## config.mk

```make
export PLATFORM = sky130hd
export DESIGN_NAME = voxel_deletion_topology_test_core_flat
export DESIGN_NICKNAME = d
export VERILOG_FILES = /design/src/hw/rtl/vdtt_pkg.sv /design/src/hw/rtl/vdtt_if.sv /design/src/hw/rtl/vdtt_dp.sv /design/src/hw/rtl/vdtt_ctrl.sv /design/src/hw/rtl/voxel_deletion_topology_test_core.sv /design/src/flat_wrapper.sv
export SDC_FILE = /design/constraint.sdc
export NUM_CORES = 1
export LEC_CHECK = 0
export BUFFER_PORTS_ARGS = -buffer_cell sky130_fd_sc_hd__buf_4
export CORE_MARGIN = 1
export CORE_UTILIZATION = 39
export CTS_BUF_LIST = sky130_fd_sc_hd__clkbuf_4 sky130_fd_sc_hd__clkbuf_8
export DETAILED_ROUTE_END_ITERATION = 10
export SLEW_MARGIN = 20
export SYNTH_ARGS = -nofsm -noshare
export SYNTH_HDL_FRONTEND = slang
export SYNTH_SLANG_ARGS = --single-unit
```

## constraint.sdc

```tcl
create_clock -name i_clk -period 3.59 [get_ports i_clk]
set_clock_uncertainty 0.1 [all_clocks]
set_input_delay 0 -clock i_clk [delete_from_list [all_inputs] [get_ports i_clk]]
set_output_delay 0 -clock i_clk [all_outputs]
set_load 0.03 [all_outputs]
```

## src/hw/rtl/vdtt_pkg.sv

```systemverilog
// Package: shared types, constants and window functions for the voxel deletion test.
package vdtt_pkg;

    localparam int unsigned WinBits   = 27;
    localparam int unsigned Centre    = 13;
    localparam int unsigned NumFaces  = 6;
    localparam int unsigned LabW      = 5;
    localparam int unsigned SubcubeFull = 7;

    typedef logic [WinBits-1:0] t_win;
    typedef logic [LabW-1:0]    t_lab;

    // face neighbours in compare order
    localparam int unsigned FaceIdx [NumFaces] = '{4, 22, 10, 16, 12, 14};

    // controller -> datapath commands
    typedef struct packed {
        logic load;
        logic seed;
        logic step;
        logic next_pass;
        logic finish;
    } t_cmd;

    // datapath -> controller status
    typedef struct packed {
        logic has_seed;
        logic stable;
        logic pass;
    } t_sts;

    // voxels whose coordinate on one axis (1: y, 2: z) is not at a given value
    function automatic t_win axis_mask(input int unsigned axis, input int unsigned avoid);
        t_win m;
        int unsigned c;
        m = '0;
        for (int unsigned i = 0; i < WinBits; i++) begin
            c = (axis == 1) ? (i / 3) % 3 : i % 3;
            if (c != avoid) m[i] = 1'b1;
        end
        return m;
    endfunction

    localparam t_win MaskNy2 = axis_mask(1, 2);
    localparam t_win MaskNy0 = axis_mask(1, 0);
    localparam t_win MaskNz2 = axis_mask(2, 2);
    localparam t_win MaskNz0 = axis_mask(2, 0);

    // one 6-connected growth step
    function automatic t_win grow(input t_win r);
        return r | (r << 9) | (r >> 9) | ((r & MaskNy2) << 3) | ((r & MaskNy0) >> 3)
             | ((r & MaskNz2) << 1) | ((r & MaskNz0) >> 1);
    endfunction

    // two set faces with a clear shared edge voxel
    function automatic logic edge_veto(input t_win w);
        return (w[22] & w[16] & ~w[25]) | (w[4]  & w[10] & ~w[1])
             | (w[22] & w[10] & ~w[19]) | (w[4]  & w[16] & ~w[7])
             | (w[22] & w[14] & ~w[23]) | (w[4]  & w[14] & ~w[5])
             | (w[4]  & w[12] & ~w[3])  | (w[22] & w[12] & ~w[21])
             | (w[16] & w[14] & ~w[17]) | (w[10] & w[14] & ~w[11])
             | (w[10] & w[12] & ~w[9])  | (w[16] & w[12] & ~w[15]);
    endfunction

    // clear corner with the other seven voxels of its subcube set
    function automatic logic corner_veto(input t_win w);
        logic v;
        int unsigned cx, cy, cz, cnt;
        v = 1'b0;
        for (int unsigned c = 0; c < 8; c++) begin
            cx = c[2] ? 2 : 0;
            cy = c[1] ? 2 : 0;
            cz = c[0] ? 2 : 0;
            cnt = 0;
            for (int unsigned k = 0; k < 8; k++) begin
                cnt += w[(k[2] ? 1 : cx) * 9 + (k[1] ? 1 : cy) * 3 + (k[0] ? 1 : cz)];
            end
            if (!w[cx * 9 + cy * 3 + cz] && cnt == SubcubeFull) v = 1'b1;
        end
        return v;
    endfunction

endpackage

```

## src/hw/rtl/vdtt_if.sv

```systemverilog
// Interfaces: input window channel and result channel.
interface vdtt_in_if;
    logic                     valid;
    logic                     ready;
    logic [vdtt_pkg::WinBits-1:0] neighbourhood;
    modport source (output valid, output neighbourhood, input ready);
    modport sink   (input valid, input neighbourhood, output ready);
endinterface

interface vdtt_out_if;
    logic valid;
    logic ready;
    logic deletable;
    modport source (output valid, output deletable, input ready);
    modport sink   (input valid, input deletable, output ready);
endinterface

```

## src/hw/rtl/vdtt_dp.sv

```systemverilog
// Datapath: window, flood register, label bookkeeping and veto logic.
module vdtt_dp (
    input  logic                       i_clk,
    input  logic                       i_rst_n,
    input  vdtt_pkg::t_cmd             i_cmd,
    input  vdtt_pkg::t_win             i_win,
    output vdtt_pkg::t_sts             o_sts,
    output logic                       o_deletable
);
    vdtt_pkg::t_win r_win, r_reach, r_same, r_labeled;
    vdtt_pkg::t_lab r_n;
    vdtt_pkg::t_lab r_lab [2][vdtt_pkg::NumFaces];
    logic           r_pass, r_del;

    vdtt_pkg::t_win w_cur, w_free, w_seed, w_grow;
    logic           w_mis;

    // window of the current pass: second pass has the centre cleared
    always_comb begin
        w_cur = r_win;
        if (r_pass) w_cur[vdtt_pkg::Centre] = 1'b0;
        w_free = ~r_labeled;
        w_free[vdtt_pkg::Centre] = 1'b0;
        w_seed = w_free & (~w_free + vdtt_pkg::t_win'(1));
        w_grow = vdtt_pkg::grow(r_reach) & r_same;
    end

    // label mismatch on any face
    always_comb begin
        w_mis = 1'b0;
        for (int k = 0; k < vdtt_pkg::NumFaces; k++) begin
            if (r_lab[0][k] != r_lab[1][k]) w_mis = 1'b1;
        end
    end

    assign o_sts.has_seed = |w_free;
    assign o_sts.stable   = (w_grow == r_reach);
    assign o_sts.pass     = r_pass;
    assign o_deletable    = r_del;

    // control-like bookkeeping
    always_ff @(posedge i_clk) begin
        if (!i_rst_n) begin
            r_pass    <= 1'b0;
            r_labeled <= '0;
            r_n       <= '0;
        end else if (i_cmd.load) begin
            r_pass    <= 1'b0;
            r_labeled <= '0;
            r_n       <= '0;
        end else if (i_cmd.next_pass) begin
            r_pass    <= 1'b1;
            r_labeled <= '0;
            r_n       <= '0;
        end else if (i_cmd.step && o_sts.stable) begin
            r_labeled <= r_labeled | r_reach;
            r_n       <= r_n + vdtt_pkg::t_lab'(1);
        end
    end

    // payload registers
    always_ff @(posedge i_clk) begin
        if (i_cmd.load) r_win <= i_win;
        if (i_cmd.seed) begin
            r_reach <= w_seed;
            r_same  <= ((w_cur & w_seed) != '0) ? w_cur : ~w_cur;
        end else if (i_cmd.step) begin
            r_reach <= w_grow;
        end
        if (i_cmd.step && o_sts.stable) begin
            for (int k = 0; k < vdtt_pkg::NumFaces; k++) begin
                if (r_reach[vdtt_pkg::FaceIdx[k]]) r_lab[r_pass][k] <= r_n;
            end
        end
        if (i_cmd.finish) begin
            r_del <= ~(vdtt_pkg::edge_veto(r_win) | vdtt_pkg::corner_veto(r_win) | w_mis);
        end
    end
endmodule

```

## src/hw/rtl/vdtt_ctrl.sv

```systemverilog
// Controller: sequences seed search, flooding and the two labelling passes.
module vdtt_ctrl (
    input  logic           i_clk,
    input  logic           i_rst_n,
    input  logic           i_in_valid,
    output logic           o_in_ready,
    output logic           o_out_valid,
    input  logic           i_out_ready,
    input  vdtt_pkg::t_sts i_sts,
    output vdtt_pkg::t_cmd o_cmd
);
    typedef enum logic [3:0] {
        S_IDLE  = 4'b0001,
        S_SEED  = 4'b0010,
        S_FLOOD = 4'b0100,
        S_OUT   = 4'b1000
    } t_state;

    t_state r_state, n_state;

    always_comb begin
        n_state = r_state;
        o_cmd   = '0;
        unique case (r_state)
            S_IDLE: begin
                if (i_in_valid) begin
                    o_cmd.load = 1'b1;
                    n_state    = S_SEED;
                end
            end
            S_SEED: begin
                priority if (i_sts.has_seed) begin
                    o_cmd.seed = 1'b1;
                    n_state    = S_FLOOD;
                end else if (!i_sts.pass) begin
                    o_cmd.next_pass = 1'b1;
                end else begin
                    o_cmd.finish = 1'b1;
                    n_state      = S_OUT;
                end
            end
            S_FLOOD: begin
                o_cmd.step = 1'b1;
                if (i_sts.stable) n_state = S_SEED;
            end
            S_OUT: begin
                if (i_out_ready) n_state = S_IDLE;
            end
            default: n_state = S_IDLE;
        endcase
    end

    assign o_in_ready  = (r_state == S_IDLE);
    assign o_out_valid = (r_state == S_OUT);

    always_ff @(posedge i_clk) begin
        if (!i_rst_n) r_state <= S_IDLE;
        else          r_state <= n_state;
    end

    // a new window always starts with a seed search
    a_load_seed: assert property (@(posedge i_clk) disable iff (!i_rst_n)
        (r_state == S_IDLE && i_in_valid) |=> r_state == S_SEED)
        else $error("load did not go to seed search");
    // flooding is only entered from a seed
    a_flood_src: assert property (@(posedge i_clk) disable iff (!i_rst_n)
        (r_state == S_FLOOD && !$past(r_state == S_FLOOD)) |-> $past(r_state == S_SEED))
        else $error("flood entered without seed");
    // never take a window while a result waits
    a_excl: assert property (@(posedge i_clk) disable iff (!i_rst_n)
        !(o_in_ready && o_out_valid))
        else $error("input ready with result pending");
endmodule

```

## src/hw/rtl/voxel_deletion_topology_test_core.sv

```systemverilog
// Top level: voxel deletion topology test core.
// Takes one 27-bit 3x3x3 window a beat and returns one deletable flag per window.
// A window is accepted only when the core is idle, so windows are handled one at a time.
// Per window the controller accepts it, then in each of the two labelling passes seeds
// every component in turn and floods it until a growth step leaves it unchanged, with one
// end-of-pass check per pass, and then presents the result beat. Fewest seeds come from a
// uniform window and most from a 6-connected checkerboard, where every voxel is a
// component of its own. The result beat waits until it is taken, and the next window
// can be accepted in the cycle after.
module voxel_deletion_topology_test_core (
    input  logic i_clk,
    input  logic i_rst_n,
    vdtt_in_if.sink    i_in,
    vdtt_out_if.source o_out
);
    vdtt_pkg::t_cmd w_cmd;
    vdtt_pkg::t_sts w_sts;

    vdtt_ctrl u_ctrl (
        .i_clk       (i_clk),
        .i_rst_n     (i_rst_n),
        .i_in_valid  (i_in.valid),
        .o_in_ready  (i_in.ready),
        .o_out_valid (o_out.valid),
        .i_out_ready (o_out.ready),
        .i_sts       (w_sts),
        .o_cmd       (w_cmd)
    );

    vdtt_dp u_dp (
        .i_clk       (i_clk),
        .i_rst_n     (i_rst_n),
        .i_cmd       (w_cmd),
        .i_win       (i_in.neighbourhood),
        .o_sts       (w_sts),
        .o_deletable (o_out.deletable)
    );
endmodule

```

## src/flat_wrapper.sv

```systemverilog
// flat-port wrapper written by rule: the top's interface ports become plain ports
module voxel_deletion_topology_test_core_flat 
  (i_clk, i_rst_n, i_in_valid, i_in_neighbourhood, i_in_ready, o_out_valid, o_out_deletable, o_out_ready);
  vdtt_in_if i_in_i ();
  vdtt_out_if o_out_i ();
  input  logic i_clk;
  input  logic i_rst_n;
  input wire logic [$bits(i_in_i.valid)-1:0] i_in_valid;
  input wire logic [$bits(i_in_i.neighbourhood)-1:0] i_in_neighbourhood;
  output wire logic [$bits(i_in_i.ready)-1:0] i_in_ready;
  output wire logic [$bits(o_out_i.valid)-1:0] o_out_valid;
  output wire logic [$bits(o_out_i.deletable)-1:0] o_out_deletable;
  input wire logic [$bits(o_out_i.ready)-1:0] o_out_ready;
  assign i_in_i.valid = i_in_valid;
  assign i_in_i.neighbourhood = i_in_neighbourhood;
  assign i_in_ready = i_in_i.ready;
  assign o_out_valid = o_out_i.valid;
  assign o_out_deletable = o_out_i.deletable;
  assign o_out_i.ready = o_out_ready;
  voxel_deletion_topology_test_core u_core (.i_clk(i_clk), .i_rst_n(i_rst_n), .i_in(i_in_i), .o_out(o_out_i));
endmodule
```

# After elaboration in Yosys (flattened, before gate mapping)
# Memories as Yosys holds them, arrays and structs flattened.
# Index checks and enable logic that the tools add are counted.
# word_totals
output_inout_bits	3
rom_bits	0
memories	1
register_bits	119
latch_bits	0
mem_bits_rw	60
# classes
shifts	0
mul	0
n_eq_ne	23
order_cmp	0
n_mux	52
div_mod_pow	0
n_reduce_logical	23
bitwise_logic	64
add_sub_neg	58
# mem_list
memory	words	word_bits	read_ports	rd_clocked_by_memory_dff	wr	line_no	text
u_core.u_dp.r_lab	2	30	2	0	1	vdtt_dp.sv:12	vdtt_pkg::t_lab r_lab [2][vdtt_pkg::NumFaces];
# op_table
cell	count
27-bit bitwise OR	4
27-bit AND	3
27-bit two-way mux	3
27-bit inverter	3
7-bit by 1-bit adder with 8-bit output	8
8-bit by 3-bit equality test with 1-bit output (second input constant)	8
6-bit by 1-bit adder with 7-bit output	8
5-bit by 1-bit adder with 6-bit output	8
1-bit two-way mux	41
4-bit by 1-bit adder with 5-bit output	8
3-bit by 1-bit adder with 4-bit output	8
5-bit != test	6
27-bit by 1-bit adder with 27-bit output (second input constant)	1
27-bit equality test	1
27-bit by 18-bit bitwise OR with 27-bit output	1
27-bit by 24-bit bitwise OR with 27-bit output	1
27-bit by 26-bit bitwise OR with 27-bit output	1
27-bit nonzero test	1
26-bit OR reduction	1
2-bit by 1-bit adder with 3-bit output	8
1-bit AND	24
4-bit two-way mux	5
1-bit by 1-bit adder with 2-bit output	8
4-bit one-hot mux with 4 select lines	1
other kinds (17)	59

# Logic depth before layout (Yosys ltp)
# Gate-level depths: netlist of the first run.
# logic_depth
depth_word	21
depth_mapped	13

# Hierarchy
# A second synthesis of the first run with hierarchy kept.
# hier_totals
hier_cells	832
hier_area_um2	9624.2
# by_module_without_submodules
mod	area_per_inst_um2	cells_per_inst	n_inst
vdtt_dp	9320.2	793	1
vdtt_ctrl	304.0	39	1

# Worst setup path before layout of the first run
# No wires, ideal clock.
# synth_path
path_type	register to register
start	reg u_core.u_dp.r_win[5]
end	reg u_core.u_dp.r_del (netlist: u_core.u_dp.o_deletable), data pin
stages_incl_launch_ff	13
required_time_ns	3.314
setup_time_ns	0.176
slack_ns	-0.177
arrival_ns	3.491
n_path_buf	0
synth_period_minus_slack_ns	3.767
path_cell_list	edfxtp_1 -> inv_1 -> fa_1 -> fa_1 -> fa_1 -> inv_1 -> ha_1 -> fa_1 -> nor2b_1 -> a31oi_1 -> nor3_1 -> or4_1 -> nor4_1
# synth_between
elab_chain_len	19
elab_cells_between_ends	36
classes_between	add/sub: 12; eq/ne: 2; mux: 8; bitwise: 12; reduce/logical: 2
# synth_rtl
item	line_no	text
start, declared	vdtt_dp.sv:10	vdtt_pkg::t_win r_win, r_reach, r_same, r_labeled;
start signal, assigned	vdtt_dp.sv:63	if (i_cmd.load) r_win <= i_win;
2-bit by 1-bit adder with 3-bit output	vdtt_pkg.sv:76	cnt += w[(k[2] ? 1 : cx) * 9 + (k[1] ? 1 : cy) * 3 + (k[0] ? 1 : cz)];
3-bit by 1-bit adder with 4-bit output	vdtt_pkg.sv:76	
4-bit by 1-bit adder with 5-bit output	vdtt_pkg.sv:76	
5-bit by 1-bit adder with 6-bit output	vdtt_pkg.sv:76	
6-bit by 1-bit adder with 7-bit output	vdtt_pkg.sv:76	
7-bit by 1-bit adder with 8-bit output	vdtt_pkg.sv:76	
8-bit by 3-bit equality test with 1-bit output	vdtt_pkg.sv:78	if (!w[cx * 9 + cy * 3 + cz] && cnt == SubcubeFull) v = 1'b1;
1-bit logical AND	vdtt_pkg.sv:78	
1-bit two-way mux (7 in series)	vdtt_pkg.sv:78	
1-bit two-way mux	vdtt_dp.sv:75	if (i_cmd.finish) begin
1-bit bitwise OR (*) (2 in series)	vdtt_dp.sv:76	r_del <= ~(vdtt_pkg::edge_veto(r_win) | vdtt_pkg::corner_veto(r_win) | w_mis);
1-bit inverter (*)	vdtt_dp.sv:76	
end signal, assigned	vdtt_dp.sv:76	
end, declared	vdtt_dp.sv:13	logic r_pass, r_del;
# Every way passes the cells marked *; elsewhere a longest branch is shown, timed or not. The select of a mux whose other input is x is not followed.
# A chain may end at the register's enable or synchronous reset.

# Worst setup path in the final report of the first run
# layout_path
start	reg u_core.u_dp.r_win[14]
end	reg u_core.u_dp.r_del (netlist: u_core.u_dp.o_deletable), data pin
# layout_between
elab_chain_len	15
elab_cells_between_ends	43
classes_between	add/sub: 8; eq/ne: 4; mux: 8; bitwise: 19; reduce/logical: 4
# layout_rtl
item	line_no
6-bit by 1-bit adder with 7-bit output	vdtt_pkg.sv:76
7-bit by 1-bit adder with 8-bit output	vdtt_pkg.sv:76
8-bit by 3-bit equality test with 1-bit output	vdtt_pkg.sv:78
1-bit logical AND	vdtt_pkg.sv:78
1-bit two-way mux (7 in series)	vdtt_pkg.sv:78
1-bit two-way mux	vdtt_dp.sv:75
1-bit bitwise OR (*) (2 in series)	vdtt_dp.sv:76
1-bit inverter (*)	vdtt_dp.sv:76
# Marks and branches as above.

==> flow_summary.toml, run 1 <==
[status]
status = "finished, violations left"
violations = "negative setup slack"

[power]
power_frac_clock = 0.316
pwr-share-comb = 0.209
totalPowerFinal_uw = 4895
ir_worst_vdd_mv = 0.3119
p_per_area_mw_per_mm2 = 433.4
p_int_uw = 3477
switching_share = 0.2897
seqPwrFrac = 0.475
p_leak_uw = 0.004067
p_sw_uw = 1418

[floorplan]
die-area_sq_mm = 0.02445
row_count = 56
top_level_ports = 34
core_sq_mm = 0.02340
die_h_um = 156.4
die_x_um = 156.4
start_util = 0.3971

[grt]
antenna_found_initial = 0
grt_pass1_vias = 6906
grt_pass1_wl_um = 39460
gr-usage-all-layers = 0.2200
globalRouteOverflowTotal = 0
grt_max_degree = 36

[synthesis]
ys_seq_area_frac = 0.5364
netlist.area_leader.share = 0.4589
yosys-top-cells-count = "142 x edfxtp_1, 86 x inv_1, 47 x xnor2_1"
synthArstFlopShare = 0
synth_top_cell_by_area = "edfxtp_1"
synthFlopType = "edfxtp_1"
synth_cell_types = 64
syn_area_sq_mm = 0.009293
avgSynthCellArea_sq_um = 11.79
syn_nets = 876
syn_inst = 788
ys_warn_count = 0
synthTopCellsByArea = "edfxtp_1 46%, dfxtp_1 7.8%, fa_1 6.9%"
ys_ff_latch = 178
synth.most_common_cell = "edfxtp_1"
synth_edf_count = 142

[detailed_routing]
drc = 0
ant_nets = 0
wl_um = 25190
wl_per_cell_um = 20.13
avgViaCountPerCell = 5.436
drtPass1Iterations = 5
vias = 6801
drtIter0Drc = 524

[sta]
post-route-period-util = 1.073
setup_ws_ns = -0.2610
setup_viol = 1
clock.fmax_mhz = 259.7
finalMaxSlewViolations = 0
slew_headroom = 0.6241
finalCriticalPeriod_ns = 3.851
worst_pin_slew_ns = 0.5631
rsz0062_at_grt = "yes"
hold_viol_final = 0

[clock_tree]
cts_buffer_depth = 2
cts-buffers-inserted = 17
clock_sinks = 178
tritoncts = "built"
path_clk_slew_ns = 0.10
insertion_delay_ns = 0.47
cts-htree-levels = 4
root_buffer = "clkbuf_8"

[placed_design]
hpwlAfterDp_um = 18570
dp_cells = 1179
port_buffers = 33
gp_congestion = 0.9659
placed_area_sq_mm = 0.01034

[run]
cap_viol_max_count = 0

[worst_setup_path]
cp-end-kind = "flop"
r2r_setup_slack_ns = -0.26
crit_path_start = "u_core.u_dp.r_win[14]"
crit_arrival_ns = 3.97
r2r_cells = 14
r2r_end = "u_core.u_dp.o_deletable"
crit_required_ns = 3.71
startpoint_type = "flop"
crit_fanout = 3
path_class = "reg2reg"
rr_startpoint = "u_core.u_dp.r_win[14]"

[finish]
design_area_sq_mm = 0.01130
nets = 1006
drive_above_1_share = 0.1976
regArea_sq_mm = 0.004985
fillCellCount = 2160
instances_no_fill = 1251
area_growth_pct = 21.56
multi_input_area_sq_mm = 0.004004

[worst_hold_path]
min_path_cells = 2
hold_path.class = "in2reg"
min-delay-start = "i_in_neighbourhood[14]"
holdPathEnd = "u_core.u_dp.r_win[14]"
## registers in the layout (all words and copies together), names as in the netlist
signal and cells:
u_core.u_dp.r_win 27, u_core.u_dp.r_same 27, u_core.u_ctrl.r_state 4, u_core.u_dp.r_lab 60
u_core.u_dp.o_deletable 1, u_core.u_dp.r_pass 1, u_core.u_dp.r_reach 27, u_core.u_dp.r_labeled 26
u_core.u_dp.r_n 5
## per-stage QoR
step | TNS (ns) | util | hold WS, ns | setup WS [ns]
after global placement | -0.2438 | 0.4420 | 0.07843 | -0.2438
after floorplan | -0.1499 | - | -0.01113 | -0.1499
after global routing | -0.3867 | 0.4826 | 0.1190 | -0.3867
after detailed placement | -0.3460 | 0.4420 | 0.07945 | -0.3460
final | -0.2610 | 0.4827 | 0.1454 | -0.2610
after CTS | -0.1615 | 0.4793 | 0.1161 | -0.1615
## metal layers
metal  global-route usage  part of all wire
met1               0.2710              0.42
met2               0.3799              0.50
met3              0.03877             0.047
met4              0.09150             0.034
met5                    0                 0
## how the worst max path moves through the flow
stage,slack [ns],endpoint,cells after the start
after global placement,-0.24,u_core.u_dp.o_deletable,12
after global routing,-0.39,u_core.u_dp.o_deletable,12
after CTS,-0.16,u_core.u_dp.o_deletable,11
final,-0.26,u_core.u_dp.o_deletable,14
after detailed placement,-0.35,u_core.u_dp.o_deletable,12
after floorplan,-0.15,u_core.u_dp.o_deletable,12
## critical path: stages, from the launching register on
cell and delay [ns]:
edfxtp_1 0.45, buf_4 0.17, fa_1 0.47, inv_1 0.05, fa_1 0.45, fa_1 0.49, inv_1 0.04, ha_1 0.21
fa_2 0.37, a2111oi_2 0.29, a21oi_1 0.07, nor3_1 0.19, a31oi_1 0.10, o311ai_2 0.11, nor4_2 0.05
## cell type report
type / count / share of cell area
flip-flops and latches: 178 / 0.4413
multi-input cells: 497 / 0.3545
repair buffers: 138 / 0.1015
well taps: 319 / 0.03533
inverters: 86 / 0.02858
clock buffers: 18 / 0.02138
clock inverters: 14 / 0.01728
diodes: 1 / 0.0002215
## placed cells by master, fill, tap and decap left out, types with 17 or more instances in the layout
cell type / count
a21oi_1: 36
buf_4: 103
clkbuf_8: 17
dfxtp_1: 36
dlygate4sd3_1: 31
edfxtp_1: 142
fa_1: 25
ha_1: 20
inv_1: 78
nand2_1: 21
nand3_1: 21
nor2_1: 42
nor2b_1: 17
o21ai_0: 28
or4_1: 19
xnor2_1: 47
## power groups by stage
stage | registers, uW | logic [uW] | clock network, uW
3_3_place_gp | 2370 | 804 | 0
3_5_place_dp | 2370 | 838 | 0
5_1_grt | 2330 | 1180 | 1640
4_1_cts | 2320 | 978 | 1570
6_report | 2330 | 1020 | 1550
2_1_floorplan | 2350 | 567 | 0
## logic make-up after synthesis
logic type      share of synthesized area
xor+xnor                          0.05749
simple gates                       0.1372
compound gates                     0.1174
flops                              0.5364
buf+inv                           0.04780
mux                              0.001077
fa+ha+maj                          0.1026
## timing repair
action                                  CTS  global route
hold endpoints to repair                 35             0
gates resized for setup                  33            11
hold buffers                             31             0
endpoints found under the setup margin    1             1
setup buffers                             4             5
gates cloned                              0             0
pin swaps                                19             8
(Power assumes the default switching activity.)
==> inputs of run 2 (changes only) <==
Settings changed: CELL_PAD_IN_SITES_DETAIL_PLACEMENT from default to 0, CELL_PAD_IN_SITES_GLOBAL_PLACEMENT from default to 2, PLACE_DENSITY_LB_ADDON from default to 0.1.
==> run 2 against run 1 <==
Against the previous run:
- the run still ends with negative setup slack left
- first-iteration DRC count fell by 27%
- count of clock-buffer cells in the layout fell by 1
- critical path depth fell by 1
- clock power fell by 6%
- critical path type unchanged
- largest cell class unchanged
- highest routed layer unchanged
==> flow_summary.toml, run 2 (same netlist as run 1, synthesis figures left out) <==
[grt]
grtUsageMet2 = 0.4001
grt_max_degree = 41
gr-usage-all-layers = 0.2337
globalRouteOverflowTotal = 0
met3_usage = 0.02991
grtUsageMet1 = 0.2871
busiest_layer = "met2"
antenna_found_initial = 1
grt_pass1_vias = 7105
grt_pass1_wl_um = 41720

[worst_hold_path]
hold_path.class = "in2reg"
min_path_cells = 2

[sta]
hold_viol_final = 0
setup_viol = 1
finalCriticalPeriod_ns = 3.873
worst_pin_slew_ns = 0.8631
holdWs_ns = 0.1376
rsz0062_at_grt = "yes"
clock.fmax_mhz = 258.2
slew_headroom = 0.4240
setup_ws_ns = -0.2828
finalMaxSlewViolations = 0
post-route-period-util = 1.079

[worst_setup_path]
r2r_cells = 13
startpoint_type = "flop"
cp-end-kind = "flop"
path_class = "reg2reg"
cp_slowest_cell = "fa_1"
crit_fanout = 3
crit_arrival_ns = 3.99
slowest_delay_ns = 0.50
crit_required_ns = 3.71
crit_chain = "inv_2 > buf_4 > fa_1 > fa_1 > fa_1 > inv_1 > ha_2 > fa_2 > a2111oi_2 > a21oi_1 > nor3_2 > or4_4 > nor4_2"
critPathMostFrequentCell = "fa_1"

[detailed_routing]
ant_nets = 0
drc = 0
drtPass1Iterations = 5
wl_per_cell_um = 21.61
wl_um = 27050
avgViaCountPerCell = 5.446
drtIter0Drc = 382
vias = 6819

[clock_tree]
root_buffer = "clkbuf_8"
cts-buffers-inserted = 17
insertion_delay_ns = 0.47
clock_sinks = 178
tritoncts = "built"
path_clk_slew_ns = 0.11
cts-htree-levels = 4
cts_buffer_depth = 2

[finish]
final_util = 0.4798
area_growth_pct = 20.83
final_common_cell = "edfxtp_1"
multi_input_area_sq_mm = 0.003969
drive_above_1_share = 0.1888
nets = 1007
regArea_sq_mm = 0.004985
instances_no_fill = 1252
layout_common_cells = "142 x edfxtp_1, 106 x buf_4, 83 x inv_1"
top_register = "u_core.u_dp.r_lab"
largest_reg_flops = 60
fillCellCount = 2207

[placed_design]
dp_cells = 1183
port_buffers = 33
gp_congestion = 0.9054
hpwlAfterDp_um = 20560

[power]
p_per_area_mw_per_mm2 = 426.0
p_leak_uw = 0.004071
ir_worst_vdd_mv = 0.1924

[floorplan]
start_util = 0.3971
core_sq_mm = 0.02340
die_x_um = 156.4
row_count = 56
top_level_ports = 34
die_h_um = 156.4
die-area_sq_mm = 0.02445

[run]
cap_viol_max_count = 0

[status]
status = "finished, violations left"
violations = "negative setup slack"
## run 2: cell types whose count changed in the layout (fill, tap and decap cells not counted), sizes merged
cell      before  now
buf          107  108
bufinv         3    1
clkbuf        18   17
clkinv         1    6
clkinvlp       3    0
inv           93   94
## run 2: final cells by class
class / count / area share
diodes: 1 / 0.0002229
clock buffers: 17 / 0.02084
clock inverters: 15 / 0.01671
inverters: 86 / 0.02875
multi-input cells: 497 / 0.3535
flip-flops and latches: 178 / 0.4439
well taps: 319 / 0.03555
repair buffers: 139 / 0.1005
## run 2: worst paths after layout
path,from,to,slack (ns)
worst max-delay path,u_core.u_dp.r_win[1],u_core.u_dp.o_deletable,-0.28
worst min-delay path,i_in_neighbourhood[14],u_core.u_dp.r_win[14],0.14
worst max register to register,u_core.u_dp.r_win[1],u_core.u_dp.o_deletable,-0.28
worst min register to register,u_core.u_dp.r_labeled[19],u_core.u_dp.r_labeled[19],0.43
## run 2: what timing repair did
action,in CTS,in global routing
buffers inserted,3,2
pin swaps,3,6
endpoints found under the hold margin,32,0
hold buffers,31,0
gates resized for setup,12,20
gates cloned,0,0
setup endpoints to repair,1,35
## run 2: power breakdown
part	leakage [uW]	internal [uW]	switching (uW)	total, uW
registers	0.00160	2280	47.8	2320
clock network	0.000213	598	851	1450
logic	0.00226	467	543	1010
## run 2: critical path: cells and delay by family, from the launching register on
family | cells | cell delay (ns)
buf+inv | 3 | 0.28
fa+ha+maj | 5 | 1.95
flops | 1 | 0.41
compound gates | 2 | 0.42
simple gates | 3 | 0.45
## run 2: per-layer routing
metal  up-vias  routed length, um
met2       194              13410
met4         0               1203
met5         -                  0
li1       3172                  -
met3        54                986
met1      3399              11450
## run 2: metrics by stage
step	worst slack, ns	power [uW]	TNS (ns)	instance area, sq um
finish	-0.2828	4784	-0.2828	11230
global route	-0.4629	5045	-0.4629	11230
CTS	-0.3234	4749	-0.3234	11130
detailed placement	-0.4929	3243	-0.4929	10350
global placement	-0.3961	3191	-0.3961	10350
floorplan	-0.1499	2922	-0.1499	9293
